$ cat config.mk
export PLATFORM = sky130hd
export DESIGN_NAME = rdcl_ctrl
export DESIGN_NICKNAME = d
export VERILOG_FILES = /design/src/hw/rtl/rdcl_pkg.sv /design/src/hw/rtl/rdcl_ctrl.sv
export VERILOG_INCLUDE_DIRS = /design/src /design/src/hw/rtl
export SDC_FILE = /design/constraint.sdc
export NUM_CORES = 1
export LEC_CHECK = 0
export ABC_AREA = 1
export BUFFER_PORTS_ARGS = -buffer_cell sky130_fd_sc_hd__buf_4
export CAP_MARGIN = 30
export CORE_AREA = 2 2 39 41
export DETAILED_ROUTE_END_ITERATION = 16
export DIE_AREA = 0 0 41 43
export PLACE_DENSITY = 0.58
export SLEW_MARGIN = 10
export SYNTH_ARGS = -nofsm -noshare
export SYNTH_HDL_FRONTEND = slang
export SYNTH_SLANG_ARGS = --single-unit
$ cat constraint.sdc
create_clock -name clock -period 1.1 [get_ports clock]
set_clock_uncertainty 0.05 [all_clocks]
set_input_delay 0.11 -clock clock [delete_from_list [all_inputs] [get_ports clock]]
set_output_delay 0.11 -clock clock [all_outputs]
set_load 0.01 [all_outputs]
$ cat src/hw/rtl/ramped_drive_with_current_limit_pi_core_assert.svh
// Assertion macros for the ramped drive core, switched off by defining ASSERT_OFF
`ifndef RAMPED_DRIVE_WITH_CURRENT_LIMIT_PI_CORE_ASSERT_SVH
`define RAMPED_DRIVE_WITH_CURRENT_LIMIT_PI_CORE_ASSERT_SVH
`ifndef ASSERT_OFF
// check a consequence in the same cycle as its cause
`define RDCL_ASSERT_SAME(label, clk, rst, ante, cons) \
   label: assert property (@(posedge clk) disable iff (rst) (ante) |-> (cons)) \
      else $error("rdcl assertion failed");
// check a consequence in the cycle after its cause
`define RDCL_ASSERT_NEXT(label, clk, rst, ante, cons) \
   label: assert property (@(posedge clk) disable iff (rst) (ante) |=> (cons)) \
      else $error("rdcl assertion failed");
`else
`define RDCL_ASSERT_SAME(label, clk, rst, ante, cons)
`define RDCL_ASSERT_NEXT(label, clk, rst, ante, cons)
`endif
`endif

$ cat src/hw/rtl/rdcl_pkg.sv
// Shared types, widths, register codes and saturation helpers of the ramped drive core
`timescale 1ns / 1ps

package rdcl_pkg;

   // lanes and fixed-point format
   localparam int CHANNELS  = 3;
   localparam int FRAC      = 16;
   localparam int FRAC_MASK = 2**FRAC - 1;

   // request and response field widths
   localparam int REF_W  = 12;
   localparam int CUR_W  = 13;
   localparam int DUTY_W = 12;

   // per-lane state widths
   localparam int ACC_W  = 32;
   localparam int INT_W  = 40;
   localparam int CORR_W = 16;

   // configuration register widths
   localparam int RAMP_GAIN_W = 16;
   localparam int GAIN_W      = 19;
   localparam int LIMIT_W     = 12;
   localparam int CSR_DATA_W  = 19;
   localparam int CSR_INDEX_W = 3;

   // datapath widths
   localparam int LIM_W       = CUR_W + 1;
   localparam int ERR_W       = LIM_W + GAIN_W + 1;
   localparam int DIFF_W      = CORR_W + GAIN_W + 1;
   localparam int MUL_A_W     = DIFF_W;
   localparam int MUL_B_W     = GAIN_W + 1;
   localparam int PROD_W      = MUL_A_W + MUL_B_W;
   localparam int ACC_INT_W   = ACC_W + 1 - FRAC;
   localparam int CORR_WIDE_W = INT_W + 1 - FRAC;
   localparam int DUTY_SUM_W  = CORR_W + 1;

   // saturation bounds
   localparam int REF_MAX  = 2**(REF_W - 1) - 1;
   localparam int REF_MIN  = -REF_MAX - 1;
   localparam int DUTY_MAX = 2**(DUTY_W - 1) - 1;
   localparam int DUTY_MIN = -DUTY_MAX - 1;
   localparam int CORR_MAX = 2**(CORR_W - 1) - 1;
   localparam int CORR_MIN = -CORR_MAX - 1;

   // register reset values
   localparam logic [RAMP_GAIN_W-1:0] RAMP_GAIN_RESET = RAMP_GAIN_W'(66);
   localparam logic [GAIN_W-1:0]      PROP_GAIN_RESET = GAIN_W'(131072);
   localparam logic [GAIN_W-1:0]      INT_GAIN_RESET  = GAIN_W'(655);
   localparam logic [GAIN_W-1:0]      WIND_GAIN_RESET = GAIN_W'(6554);
   localparam logic [LIMIT_W-1:0]     LIMIT_RESET     = LIMIT_W'(1000);

   typedef logic signed [REF_W-1:0]  ref_type;
   typedef logic signed [CUR_W-1:0]  cur_type;
   typedef logic signed [DUTY_W-1:0] duty_type;

   typedef enum logic [CSR_INDEX_W-1:0] {
      REG_RAMP_GAIN,
      REG_PROP_GAIN,
      REG_INT_GAIN,
      REG_WINDUP_GAIN,
      REG_CURRENT_LIMIT
   } csr_index_type;

   typedef enum logic [1:0] {
      MUL_RAMP,
      MUL_ERR,
      MUL_RES,
      MUL_INT
   } mul_sel_type;

   typedef enum logic [3:0] {
      S_IDLE,
      S_RAMP_MUL,
      S_ERR_MUL,
      S_RES_MUL,
      S_DIFF,
      S_INT_MUL,
      S_INT_ACC,
      S_CORR,
      S_DUTY
   } state_type;

   typedef struct packed {
      mul_sel_type mul_sel;
      logic        mul_load;
      logic        capture;
      logic        acc_load;
      logic        err_load;
      logic        fref_load;
      logic        diff_load;
      logic        int_load;
      logic        corr_load;
      logic        duty_load;
   } cmd_type;

   // saturate a one-bit-grown accumulator sum
   function automatic logic signed [ACC_W-1:0] sat_acc(input logic signed [ACC_W:0] v);
      if (v[ACC_W] != v[ACC_W-1]) begin
         return v[ACC_W] ? {1'b1, {(ACC_W-1){1'b0}}} : {1'b0, {(ACC_W-1){1'b1}}};
      end
      return v[ACC_W-1:0];
   endfunction

   // saturate a one-bit-grown integral sum
   function automatic logic signed [INT_W-1:0] sat_int(input logic signed [INT_W:0] v);
      if (v[INT_W] != v[INT_W-1]) begin
         return v[INT_W] ? {1'b1, {(INT_W-1){1'b0}}} : {1'b0, {(INT_W-1){1'b1}}};
      end
      return v[INT_W-1:0];
   endfunction

   function automatic ref_type sat_fref(input logic signed [ACC_INT_W-1:0] v);
      if (v > ACC_INT_W'(REF_MAX)) begin
         return REF_W'(REF_MAX);
      end else if (v < ACC_INT_W'(REF_MIN)) begin
         return REF_W'(REF_MIN);
      end
      return REF_W'(v);
   endfunction

   function automatic logic signed [CORR_W-1:0] sat_corr(
      input logic signed [CORR_WIDE_W-1:0] v);
      if (v > CORR_WIDE_W'(CORR_MAX)) begin
         return CORR_W'(CORR_MAX);
      end else if (v < CORR_WIDE_W'(CORR_MIN)) begin
         return CORR_W'(CORR_MIN);
      end
      return CORR_W'(v);
   endfunction

   function automatic duty_type sat_duty(input logic signed [DUTY_SUM_W-1:0] v);
      if (v > DUTY_SUM_W'(DUTY_MAX)) begin
         return DUTY_W'(DUTY_MAX);
      end else if (v < DUTY_SUM_W'(DUTY_MIN)) begin
         return DUTY_W'(DUTY_MIN);
      end
      return DUTY_W'(v);
   endfunction

endpackage

$ cat src/hw/rtl/rdcl_ctrl.sv
// Controller: steps each request through the lane datapath and holds the response valid
`timescale 1ns / 1ps
`include "ramped_drive_with_current_limit_pi_core_assert.svh"

module rdcl_ctrl (
   input  logic              clock,
   input  logic              reset,
   input  logic              req_valid,
   input  logic              req_enable,
   output logic              req_ready,
   output logic              rsp_valid,
   input  logic              rsp_ready,
   output rdcl_pkg::cmd_type cmd
);

   rdcl_pkg::state_type state_ff, state_in;
   logic                rsp_valid_ff, rsp_valid_in;
   logic                out_free;
   logic                req_take;
   logic                in_duty;

   assign out_free = !rsp_valid_ff || rsp_ready;
   assign req_take = req_valid && req_ready;
   assign in_duty  = (state_ff == rdcl_pkg::S_DUTY);

   // next state
   always_comb begin
      state_in = state_ff;
      case (state_ff)
         rdcl_pkg::S_IDLE: begin
            if (req_valid && req_enable) begin
               state_in = rdcl_pkg::S_RAMP_MUL;
            end
         end
         rdcl_pkg::S_RAMP_MUL: state_in = rdcl_pkg::S_ERR_MUL;
         rdcl_pkg::S_ERR_MUL:  state_in = rdcl_pkg::S_RES_MUL;
         rdcl_pkg::S_RES_MUL:  state_in = rdcl_pkg::S_DIFF;
         rdcl_pkg::S_DIFF:     state_in = rdcl_pkg::S_INT_MUL;
         rdcl_pkg::S_INT_MUL:  state_in = rdcl_pkg::S_INT_ACC;
         rdcl_pkg::S_INT_ACC:  state_in = rdcl_pkg::S_CORR;
         rdcl_pkg::S_CORR:     state_in = rdcl_pkg::S_DUTY;
         rdcl_pkg::S_DUTY: begin
            if (out_free) begin
               state_in = rdcl_pkg::S_IDLE;
            end
         end
         default: state_in = rdcl_pkg::S_IDLE;
      endcase
   end

   // commands per state
   always_comb begin
      cmd       = '0;
      cmd.mul_sel = rdcl_pkg::MUL_RAMP;
      req_ready = 1'b0;
      case (state_ff)
         rdcl_pkg::S_IDLE: begin
            req_ready   = 1'b1;
            cmd.capture = req_valid && req_enable;
         end
         rdcl_pkg::S_RAMP_MUL: begin
            cmd.mul_sel  = rdcl_pkg::MUL_RAMP;
            cmd.mul_load = 1'b1;
         end
         rdcl_pkg::S_ERR_MUL: begin
            cmd.mul_sel  = rdcl_pkg::MUL_ERR;
            cmd.mul_load = 1'b1;
            cmd.acc_load = 1'b1;
         end
         rdcl_pkg::S_RES_MUL: begin
            cmd.mul_sel   = rdcl_pkg::MUL_RES;
            cmd.mul_load  = 1'b1;
            cmd.err_load  = 1'b1;
            cmd.fref_load = 1'b1;
         end
         rdcl_pkg::S_DIFF:    cmd.diff_load = 1'b1;
         rdcl_pkg::S_INT_MUL: begin
            cmd.mul_sel  = rdcl_pkg::MUL_INT;
            cmd.mul_load = 1'b1;
         end
         rdcl_pkg::S_INT_ACC: cmd.int_load  = 1'b1;
         rdcl_pkg::S_CORR:    cmd.corr_load = 1'b1;
         rdcl_pkg::S_DUTY:    cmd.duty_load = out_free;
         default: ;
      endcase
   end

   // hold the response until it is taken
   always_comb begin
      rsp_valid_in = rsp_valid_ff;
      if (cmd.duty_load) begin
         rsp_valid_in = 1'b1;
      end else if (rsp_ready) begin
         rsp_valid_in = 1'b0;
      end
   end

   always_ff @(posedge clock) begin
      if (reset) begin
         state_ff     <= rdcl_pkg::S_IDLE;
         rsp_valid_ff <= 1'b0;
      end else begin
         state_ff     <= state_in;
         rsp_valid_ff <= rsp_valid_in;
      end
   end

   assign rsp_valid = rsp_valid_ff;

   `RDCL_ASSERT_SAME(a_duty_free, clock, reset, cmd.duty_load, out_free)
   `RDCL_ASSERT_NEXT(a_duty_shown, clock, reset, cmd.duty_load, rsp_valid_ff)
   `RDCL_ASSERT_NEXT(a_run, clock, reset, req_take && req_enable, state_ff == rdcl_pkg::S_RAMP_MUL)
   `RDCL_ASSERT_NEXT(a_skip, clock, reset, req_take && !req_enable, state_ff == rdcl_pkg::S_IDLE)
   `RDCL_ASSERT_NEXT(a_stall, clock, reset, in_duty && !out_free, in_duty)

endmodule

==> reports/metrics.cfg, run 1 <==
[clocking]
cts.sinks=5
htreeDepth=1
cts_tree=built
clock_latency_ns=0.24
cts-root-buf=clkbuf_4
clock_path_buffers=2
clk_pin_slew_ns=0.04
numCtsBuffers=3

[cells_and_area]
final_core_util_pct=48.5
synthToLayoutAreaGrowth_pct=101
fillers=142
diodes=0
drive_above_1_share_pct=77.3
final_nets=81

[sta]
slew_viol_final=0
slew_headroom_pct=86.8
period_needed_ns=1.26
finalWorstSetupSlack_ns=-0.156
rsz0062_at_grt=yes
worst_slew_pin_slew_ns=0.195
fmax_mhz=796
fin_tns_setup_ns=-1.31
period_share_pct=114
hold_viol=0
setup_viol=12

[route]
ant_nets=0
drcViolationCount=0
viasPerCell=4.41
initialDrtViolationCount=4
wl_per_cell_microns=9.71
first_pass_iters=2
vias=401
drt-total-wl_microns=884

[die]
die_area_sq_mm=0.00176
die_height_microns=43
die_w_microns=41
ioPinCount=18
start_util_pct=24.1
core_region_area_sq_mm=0.00138
rows=14

[yosys]
syn_nets=53
synth_area_leaders=dfxtp_1 30%, nor2_4 13%, inv_1 9.0%
synth_top_area_share_pct=30.0
synth_edf_count=0
syn_area_sq_um=334
syn_avg_cell_area_sq_um=6.96
yosys.area.top_type=dfxtp_1
synth-seq-cells=5
synth.distinct_cells=16
synth_cells=48
synth.most_common_cell=inv_1
seq_area_frac_synth_pct=30.0
ys.flop_type=dfxtp_1
ys_warn_count=0
async_flop_share_pct=0
yosys-top-cells-count=8 x inv_1, 7 x nand2_1, 5 x dfxtp_1, 5 x nand3_1

[worst_setup_path]
critical-path-max-stage-delay_ns=0.36
startpoint=state_ff[2]$_SDFFE_PP0P_
cpMaxStageDelayCell=dfxtp_4
crit_fanout=3
arrival_ns=1.10
path_class=reg2out
worstSetupStartpointType=register
crit_chain=buf_6 -> nor2_4 -> nand2_2 -> nor2_4 -> buf_6
end_kind=output port
worstReg2RegStart=state_ff[2]$_SDFFE_PP0P_
required_ns=0.94

[flow_run]
cap_violations=0

[run_status]
status=complete, but fails checks
violations=setup timing

[grt]
grt_pass1_wl_mm=1.30
grt_overflow=0
antenna_found_initial=0
grtUsageTotal_pct=11.2
grt_max_degree=8
grt_pass1_vias=337

[power]
p_total_w=0.000730
peakVddDrop_uv=569
leakage_nw=0.313
power.density_mw_per_mm2=1090

[placement]
port_buffers=17
hpwl_microns=614
gp_congestion=0.746

[min_path]
hold_class=in2reg
hp-start=rsp_ready

cells by family (layout without fill, tap and decap cells):
group / Yosys count / in the layout / synth area share (%)
AO/OA/AOI/OAI: 3 / 3 / 6.37
AND/OR/NAND/NOR: 28 / 28 / 47.6
buffers and inverters: 12 / 39 / 16.1
flip-flops: 5 / 5 / 30.0
path summary, 6_finish.rpt:
path,cells after the start,slack (ns),to
setup / recovery,5,-0.16,cmd[0]
hold / removal,4,0.13,state_ff[3]$_SDFFE_PP0P_
hold reg to reg,2,0.51,state_ff[1]$_SDFFE_PP0P_
setup reg to reg,7,0.03,rsp_valid$_SDFFE_PP0P_
where the power goes:
part | leakage [nW] | internal [W] | switching (W)
clock network | 0.0150 | 0.000137 | 0.0000744
registers | 0.0436 | 0.000196 | 0.0000311
logic | 0.255 | 0.000156 | 0.000135
cell type report:
| class | count | area, sq um | area share, % |
|---|---|---|---|
| Multi-Input combinational cell | 31 | 238 | 35.4 |
| Timing Repair Buffer | 25 | 224 | 33.4 |
| Sequential cell | 5 | 115 | 17.2 |
| Inverter | 10 | 47.5 | 7.09 |
| Clock buffer | 4 | 26.3 | 3.92 |
| Tap cell | 16 | 20.0 | 2.99 |
cells in the final DEF (no fill, tap or decap), drive strengths merged, types with 2 or more instances in the layout:
cell type / synthesis / layout
a21oi: 2 / 2
clkbuf: 0 / 4
nand2: 10 / 10
dfxtp: 5 / 5
inv: 9 / 10
nand3: 5 / 5
nor3: 2 / 2
nor2: 10 / 10
buf: 2 / 24
repair_timing:
| action | CTS | global route |
|---|---|---|
| endpoints found under the hold margin | 1 | 0 |
| resized for setup | 18 | 21 |
| buffers inserted | 3 | 3 |
| pin swaps | 6 | 10 |
| endpoints found under the setup margin | 12 | 15 |
| hold buffers | 1 | 0 |
worst max-delay path, delay by kind of cell (launching register included):
family	cells	cell delay (ns)
buf+inv	2	0.23
flops	1	0.36
simple gates	3	0.26
state kept, by name, summed over array words and instances, names as in the netlist:
name and flops:
state_ff 4, rsp_valid 1
routing by layer:
metal	up-vias	GRT usage (%)	routed length, microns
met5	-	0	0
met4	0	4.00	0
met3	0	7.85	78
met2	15	16.9	490
met1	183	11.9	315
li1	203	-	-
per-stage QoR:
step	hold slack, ns	cells	worst slack, ns	area, sq um
CTS	0.151	89	-0.151	588
floorplan	0.122	48	0.0468	334
global route	0.132	91	-0.228	671
detailed placement	0.263	81	0.0145	482
global placement	0.264	81	-0.0217	482
finish	0.130	91	-0.156	671
Note: power is estimated with default switching activity, not from simulation.
==> run 2, diff against run 1 <==
--- a/config.mk
+++ b/config.mk
@@ -12,7 +12,7 @@
 export CORE_AREA = 2 2 39 41
 export DETAILED_ROUTE_END_ITERATION = 16
 export DIE_AREA = 0 0 41 43
-export PLACE_DENSITY = 0.58
+export PLACE_DENSITY = 0.6
 export SLEW_MARGIN = 10
 export SYNTH_ARGS = -nofsm -noshare
 export SYNTH_HDL_FRONTEND = slang
==> constraint.sdc (replaced) <==
create_clock -name clock -period 1 [get_ports clock]
set_clock_uncertainty 0.05 [all_clocks]
set_input_delay 0.1 -clock clock [delete_from_list [all_inputs] [get_ports clock]]
set_output_delay 0.1 -clock clock [all_outputs]
set_load 0.01 [all_outputs]
==> run 2 against run 1 <==
The run still ends with setup timing left. Sequential share of layout area is 2.0 points higher. Power is 1.0% higher. Critical path depth is 1 lower. Clock power is 8% higher. Count of clock-buffer cells in the layout stayed put. Largest cell class unchanged. Largest power group is now registers. Highest routed layer is now met4.
==> reports/metrics.cfg, run 2 (same netlist as run 1, synthesis figures left out) <==
[grt]
grt_pass1_wl_mm=1.37  ; +4.8%
grtUsageTotal_pct=12.0  ; +0.81 points
antenna_found_initial=0  ; unchanged
grt_overflow=0  ; unchanged
grt_pass1_vias=357  ; +5.9%
grt_max_degree=8  ; unchanged

[power]
leakage_nw=0.288  ; -8.2%
p_total_w=0.000737  ; +1.0%
power.density_mw_per_mm2=1230  ; +13%
peakVddDrop_uv=563  ; -0.96%

[clocking]
clock_path_buffers=2  ; unchanged
numCtsBuffers=3  ; unchanged
cts.sinks=5  ; unchanged
clock_latency_ns=0.24  ; about the same
cts_tree=built
clk_pin_slew_ns=0.04  ; about the same
cts-root-buf=clkbuf_4
htreeDepth=1  ; unchanged

[cells_and_area]
drive_above_1_share_pct=71.8  ; -5.5 points
instances_no_fill=87  ; -4.4%
synthToLayoutAreaGrowth_pct=79.8
final_core_util_pct=43.4  ; -5.1 points
final_nets=77  ; -4.9%
final_common_cell=buf_4
design_area_sq_um=601  ; -10%
largest_reg_flops=4  ; unchanged
diodes=0  ; unchanged
largest_register=state_ff
fillers=149  ; +4.9%
most-common-layout-cells=17 x buf_4, 7 x nand2_2, 5 x inv_1, 5 x nor2_4, 4 x dfxtp_4

[route]
first_pass_iters=4  ; +2
wl_per_cell_microns=9.10  ; -6.3%
vias=377  ; -6.0%
ant_nets=0  ; unchanged
initialDrtViolationCount=3  ; -1
drt-total-wl_microns=792  ; -10%
viasPerCell=4.33  ; -1.7%
drcViolationCount=0  ; unchanged

[worst_setup_path]
critPathBufInv=1  ; -1
path_class=reg2out
startpoint=state_ff[2]$_SDFFE_PP0P_
arrival_ns=1.07  ; -0.03 ns
cpMaxStageDelayCell=dfxtp_4
end_kind=output port
required_ns=0.85  ; -0.09 ns
rrSetupSlack_ns=-0.04  ; -0.07 ns
crit_fanout=4  ; +1
reg2reg_to=rsp_valid$_SDFFE_PP0P_
ff2ff_path_depth=6  ; -1
worstSetupStartpointType=register
cp_top_family=flip-flops
worstReg2RegStart=state_ff[1]$_SDFFE_PP0P_
critical-path-max-stage-delay_ns=0.37  ; about the same
crit_path_frequent_cell=nand2_2
crit_chain=nor2_4 -> nand2_2 -> nand2_2 -> buf_4

[sta]
finalWorstSetupSlack_ns=-0.220  ; -0.0639 ns
slew_viol_final=0  ; unchanged
fmax_mhz=820
hold_viol=0  ; unchanged
fin_tns_setup_ns=-2.33  ; -1.02 ns
slew_headroom_pct=87.7  ; +0.88 points
rsz0062_at_grt=yes
worst_slew_pin_slew_ns=0.182  ; -0.0131 ns
period_needed_ns=1.22
setup_viol=13  ; +1
period_share_pct=122

[min_path]
hold_depth=4  ; unchanged
hold_class=in2reg
hold_end=state_ff[3]$_SDFFE_PP0P_
hp-start=rsp_ready

[flow_run]
cap_violations=0  ; unchanged

[die]
die_height_microns=43  ; unchanged
rows=14  ; unchanged
die_w_microns=41  ; unchanged
die_area_sq_mm=0.00176  ; unchanged
ioPinCount=18  ; unchanged
start_util_pct=24.1  ; unchanged
core_region_area_sq_mm=0.00138  ; unchanged

[run_status]
violations=setup timing
status=complete, but fails checks

[placement]
hpwl_microns=594  ; -3.1%
placedInstanceArea_sq_um=479  ; -0.52%
gp_congestion=0.725  ; -2.8%
place_inst=80  ; -1.2%
port_buffers=17  ; unchanged

## run 2: cell count changes in the layout (fill, tap and decap cells not counted)
| cell | previous run | this run |
|---|---|---|
| buf_4 | 15 | 17 |
| a211oi_2 | 1 | 0 |
| inv_1 | 4 | 5 |
| buf_6 | 9 | 3 |
| clkinv_4 | 0 | 1 |
| nand3_2 | 4 | 2 |
| a211oi_1 | 0 | 1 |
| nand2_1 | 3 | 2 |
| nand3_1 | 1 | 3 |
| nand2_2 | 5 | 7 |
| inv_4 | 4 | 2 |
| nand2_4 | 2 | 1 |
## run 2: final cells by class
cell class                      instances  area [sq um]  share of cell area, %
Tap cell                               16          20.0                   3.33
Clock buffer                            4          26.3                   4.38
Timing Repair Buffer                   21           171                   28.5
Inverter                               10          47.5                   7.92
Sequential cell                         5           115                   19.2
Multi-Input combinational cell         31           220                   36.7
## run 2: stage by stage
stage	worst slack [ns]	hold slack, ns
2_1_floorplan	0.0350	0.112
3_3_place_gp	-0.0722	0.253
3_5_place_dp	-0.0808	0.253
4_1_cts	-0.236	0.127
5_1_grt	-0.301	0.129
6_report	-0.220	0.131
## run 2: power breakdown
group	switching, W	leakage [nW]	internal (W)	total (W)
Clock	0.0000776	0.0150	0.000151	0.000228
Combinational	0.000123	0.229	0.000131	0.000254
Sequential	0.0000390	0.0436	0.000216	0.000255
Total	0.000239	0.288	0.000498	0.000737
## run 2: worst max path at each step
stage          slack [ns]       to  depth (start not counted)
3_3_place_gp        -0.07  cmd[10]                          6
5_1_grt             -0.30   cmd[9]                          6
6_report            -0.22  cmd[10]                          4
4_1_cts             -0.24   cmd[7]                          4
2_1_floorplan        0.04   cmd[5]                          4
3_5_place_dp        -0.08   cmd[9]                          6
## run 2: timing repair
| item | 4_1_cts | 5_1_grt |
|---|---|---|
| hold endpoints to repair | 3 | 0 |
| setup buffers | 1 | 1 |
| setup endpoints to repair | 12 | 13 |
| gates resized for setup | 14 | 11 |
| hold buffers | 1 | 0 |
| pin swaps | 1 | 5 |
## run 2: worst min-delay path, stage by stage
cell,delay [ns]
buf_4,0.09
nor2_4,0.04
nand3_1,0.08
a21oi_1,0.06
## run 2: per-layer routing
layer	track usage [%]	vias up	part of all wire [%]
li1	-	197	-
met3	6.28	2	8.2
met2	18.1	17	54
met5	0	-	0
met4	8.00	0	2.1
met1	12.2	161	35
==> run 3, diff against run 2 <==
--- a/config.mk
+++ b/config.mk
@@ -7,12 +7,12 @@
 export NUM_CORES = 1
 export LEC_CHECK = 0
 export ABC_AREA = 1
-export BUFFER_PORTS_ARGS = -buffer_cell sky130_fd_sc_hd__buf_4
 export CAP_MARGIN = 30
 export CORE_AREA = 2 2 39 41
 export DETAILED_ROUTE_END_ITERATION = 16
 export DIE_AREA = 0 0 41 43
-export PLACE_DENSITY = 0.6
+export DONT_BUFFER_PORTS = 1
+export PLACE_DENSITY = 0.48
 export SLEW_MARGIN = 10
 export SYNTH_ARGS = -nofsm -noshare
 export SYNTH_HDL_FRONTEND = slang
==> run 3 against run 2 <==
Worst setup slack improved by 0.066 ns. The run still ends with setup timing left. Critical path depth down 1. Fmax increased by 5.7%. Largest power group unchanged. Largest cell class unchanged. Sequential power hardly changed.
==> reports/metrics.cfg, run 3 (same netlist as run 1, synthesis figures left out) <==
[cells_and_area]
final_nets=64  ; -17%
synthToLayoutAreaGrowth_pct=54.3
drive_above_1_share_pct=79.3  ; +7.5 points
design_area_sq_um=515  ; -14%
diodes=0  ; unchanged
largest_register=state_ff
final_core_util_pct=37.3  ; -6.1 points
largest_reg_flops=4  ; unchanged
final_common_cell=nand2_2
most-common-layout-cells=7 x nand2_2, 6 x nor2_4, 6 x buf_4

[die]
ioPinCount=18  ; unchanged
die_w_microns=41  ; unchanged
die_area_sq_mm=0.00176  ; unchanged
start_util_pct=24.1  ; unchanged
die_height_microns=43  ; unchanged
rows=14  ; unchanged
core_region_area_sq_mm=0.00138  ; unchanged

[worst_setup_path]
required_ns=0.85  ; about the same
critPathBufInv=0  ; -1
crit_fanout=7  ; +3
arrival_ns=1.00  ; -0.07 ns
end_kind=output port
cp_top_family=simple AND/OR/NAND/NOR gates
crit_path_frequent_cell=nor2_4
crit_chain=nor2_4 -> nand2_2 -> nor2_4
cpMaxStageDelayCell=dfxtp_4
critical-path-max-stage-delay_ns=0.37  ; about the same
path_class=reg2out
worstSetupStartpointType=register

[clocking]
clk_pin_slew_ns=0.05  ; about the same
cts_tree=built
cts.sinks=5  ; unchanged
clock_path_buffers=2  ; unchanged
cts_hold_buf=1  ; unchanged
clock_latency_ns=0.24  ; about the same
htreeDepth=1  ; unchanged
cts-root-buf=clkbuf_4
numCtsBuffers=3  ; unchanged

[run_status]
violations=setup timing
status=complete, but fails checks

[route]
viasPerCell=4.24  ; -2.1%
wl_per_cell_microns=8.68  ; -4.7%
drcViolationCount=0  ; unchanged
initialDrtViolationCount=0  ; -3
ant_nets=0  ; unchanged
vias=314  ; -17%
first_pass_iters=1  ; -3
drt-total-wl_microns=642  ; -19%

[grt]
grt_pass1_vias=282  ; -21%
grtUsageTotal_pct=8.45  ; -3.6 points
antenna_found_initial=0  ; unchanged
grt_max_degree=8  ; unchanged
grt_overflow=0  ; unchanged
grt_pass1_wl_microns=972  ; -29%

[placement]
pre_cts_ws_ns=0.00948  ; +0.0903 ns
placedInstanceArea_sq_um=382  ; -20%
gp_congestion=0.574  ; -21%
hpwl_microns=501  ; -16%
port_buffers=0  ; -17

[sta]
period_needed_ns=1.15  ; -0.0661 ns
slew_headroom_pct=84.7  ; -3.0 points
fmax_mhz=867  ; +5.7%
hold_viol=0  ; unchanged
setup_viol=14  ; +1
finalWorstSetupSlack_ns=-0.154  ; +0.0661 ns
slew_viol_final=0  ; unchanged
period_share_pct=115  ; -6.6 points
rsz0062_at_grt=yes
worst_slew_pin_slew_ns=0.228  ; +0.0457 ns

[power]
p_total_w=0.000709  ; -3.8%
leakage_nw=0.225  ; -22%
peakVddDrop_uv=414  ; -27%
power.density_mw_per_mm2=1380  ; +12%

[min_path]
hold_class=in2reg

[flow_run]
cap_violations=0  ; unchanged

==> run 3: routing by layer <==
metal / wire, microns / part of all wire (%) / vias up / track usage (%)
li1: - / - / 169 / -
met1: 242 / 38 / 136 / 7.77
met2: 367 / 57 / 9 / 13.1
met3: 32 / 5.0 / 0 / 3.14
met4: 0 / 0 / 0 / 8.00
met5: 0 / 0 / - / 0
==> run 3: where the power goes <==
part	total [W]	internal (W)	switching, W	leakage (nW)
Clock	0.000226	0.000144	0.0000811	0.0177
Sequential	0.000257	0.000216	0.0000411	0.0436
Combinational	0.000226	0.0000989	0.000127	0.163
==> run 3: through the flow <==
step,hold slack [ns],instances,TNS (ns)
2_1_floorplan,0.112,48,0
6_report,0.00116,74,-1.83
3_3_place_gp,0.117,67,0
4_1_cts,0.0231,73,-1.95
5_1_grt,-0.00434,74,-2.81
3_5_place_dp,0.117,67,0
==> run 3: cell type report <==
| type | instances | area, sq um |
|---|---|---|
| clock buffer | 3 | 22.5 |
| multi-input combinational | 31 | 243 |
| tap | 16 | 20.0 |
| sequential | 5 | 115 |
| timing repair buffer | 8 | 66.3 |
| inverter | 10 | 43.8 |
| clock inverter | 1 | 5.00 |
| fill | 144 | 868 |
==> run 3: worst paths after layout <==
kind / startpoint / to / slack, ns / cells past startpoint
hold reg to reg: state_ff[3]$_SDFFE_PP0P_ / state_ff[1]$_SDFFE_PP0P_ / 0.53 / 2
setup / recovery: state_ff[0]$_SDFFE_PP0P_ / cmd[0] / -0.15 / 3
setup reg to reg: state_ff[0]$_SDFFE_PP0P_ / state_ff[0]$_SDFFE_PP0P_ / -0.14 / 6
hold / removal: rsp_ready / state_ff[3]$_SDFFE_PP0P_ / 0.001 / 3
==> run 3: tightest hold or removal path: stages <==
cell and delay [ns]:
nor2_4 0.03, nand3_2 0.06, a21oi_1 0.06
==> run 3: timing repair <==
item	4_1_cts	5_1_grt
buffers inserted	1	1
pin swaps	4	7
endpoints found under the setup margin	13	15
hold endpoints to repair	5	1
gates resized for setup	25	5
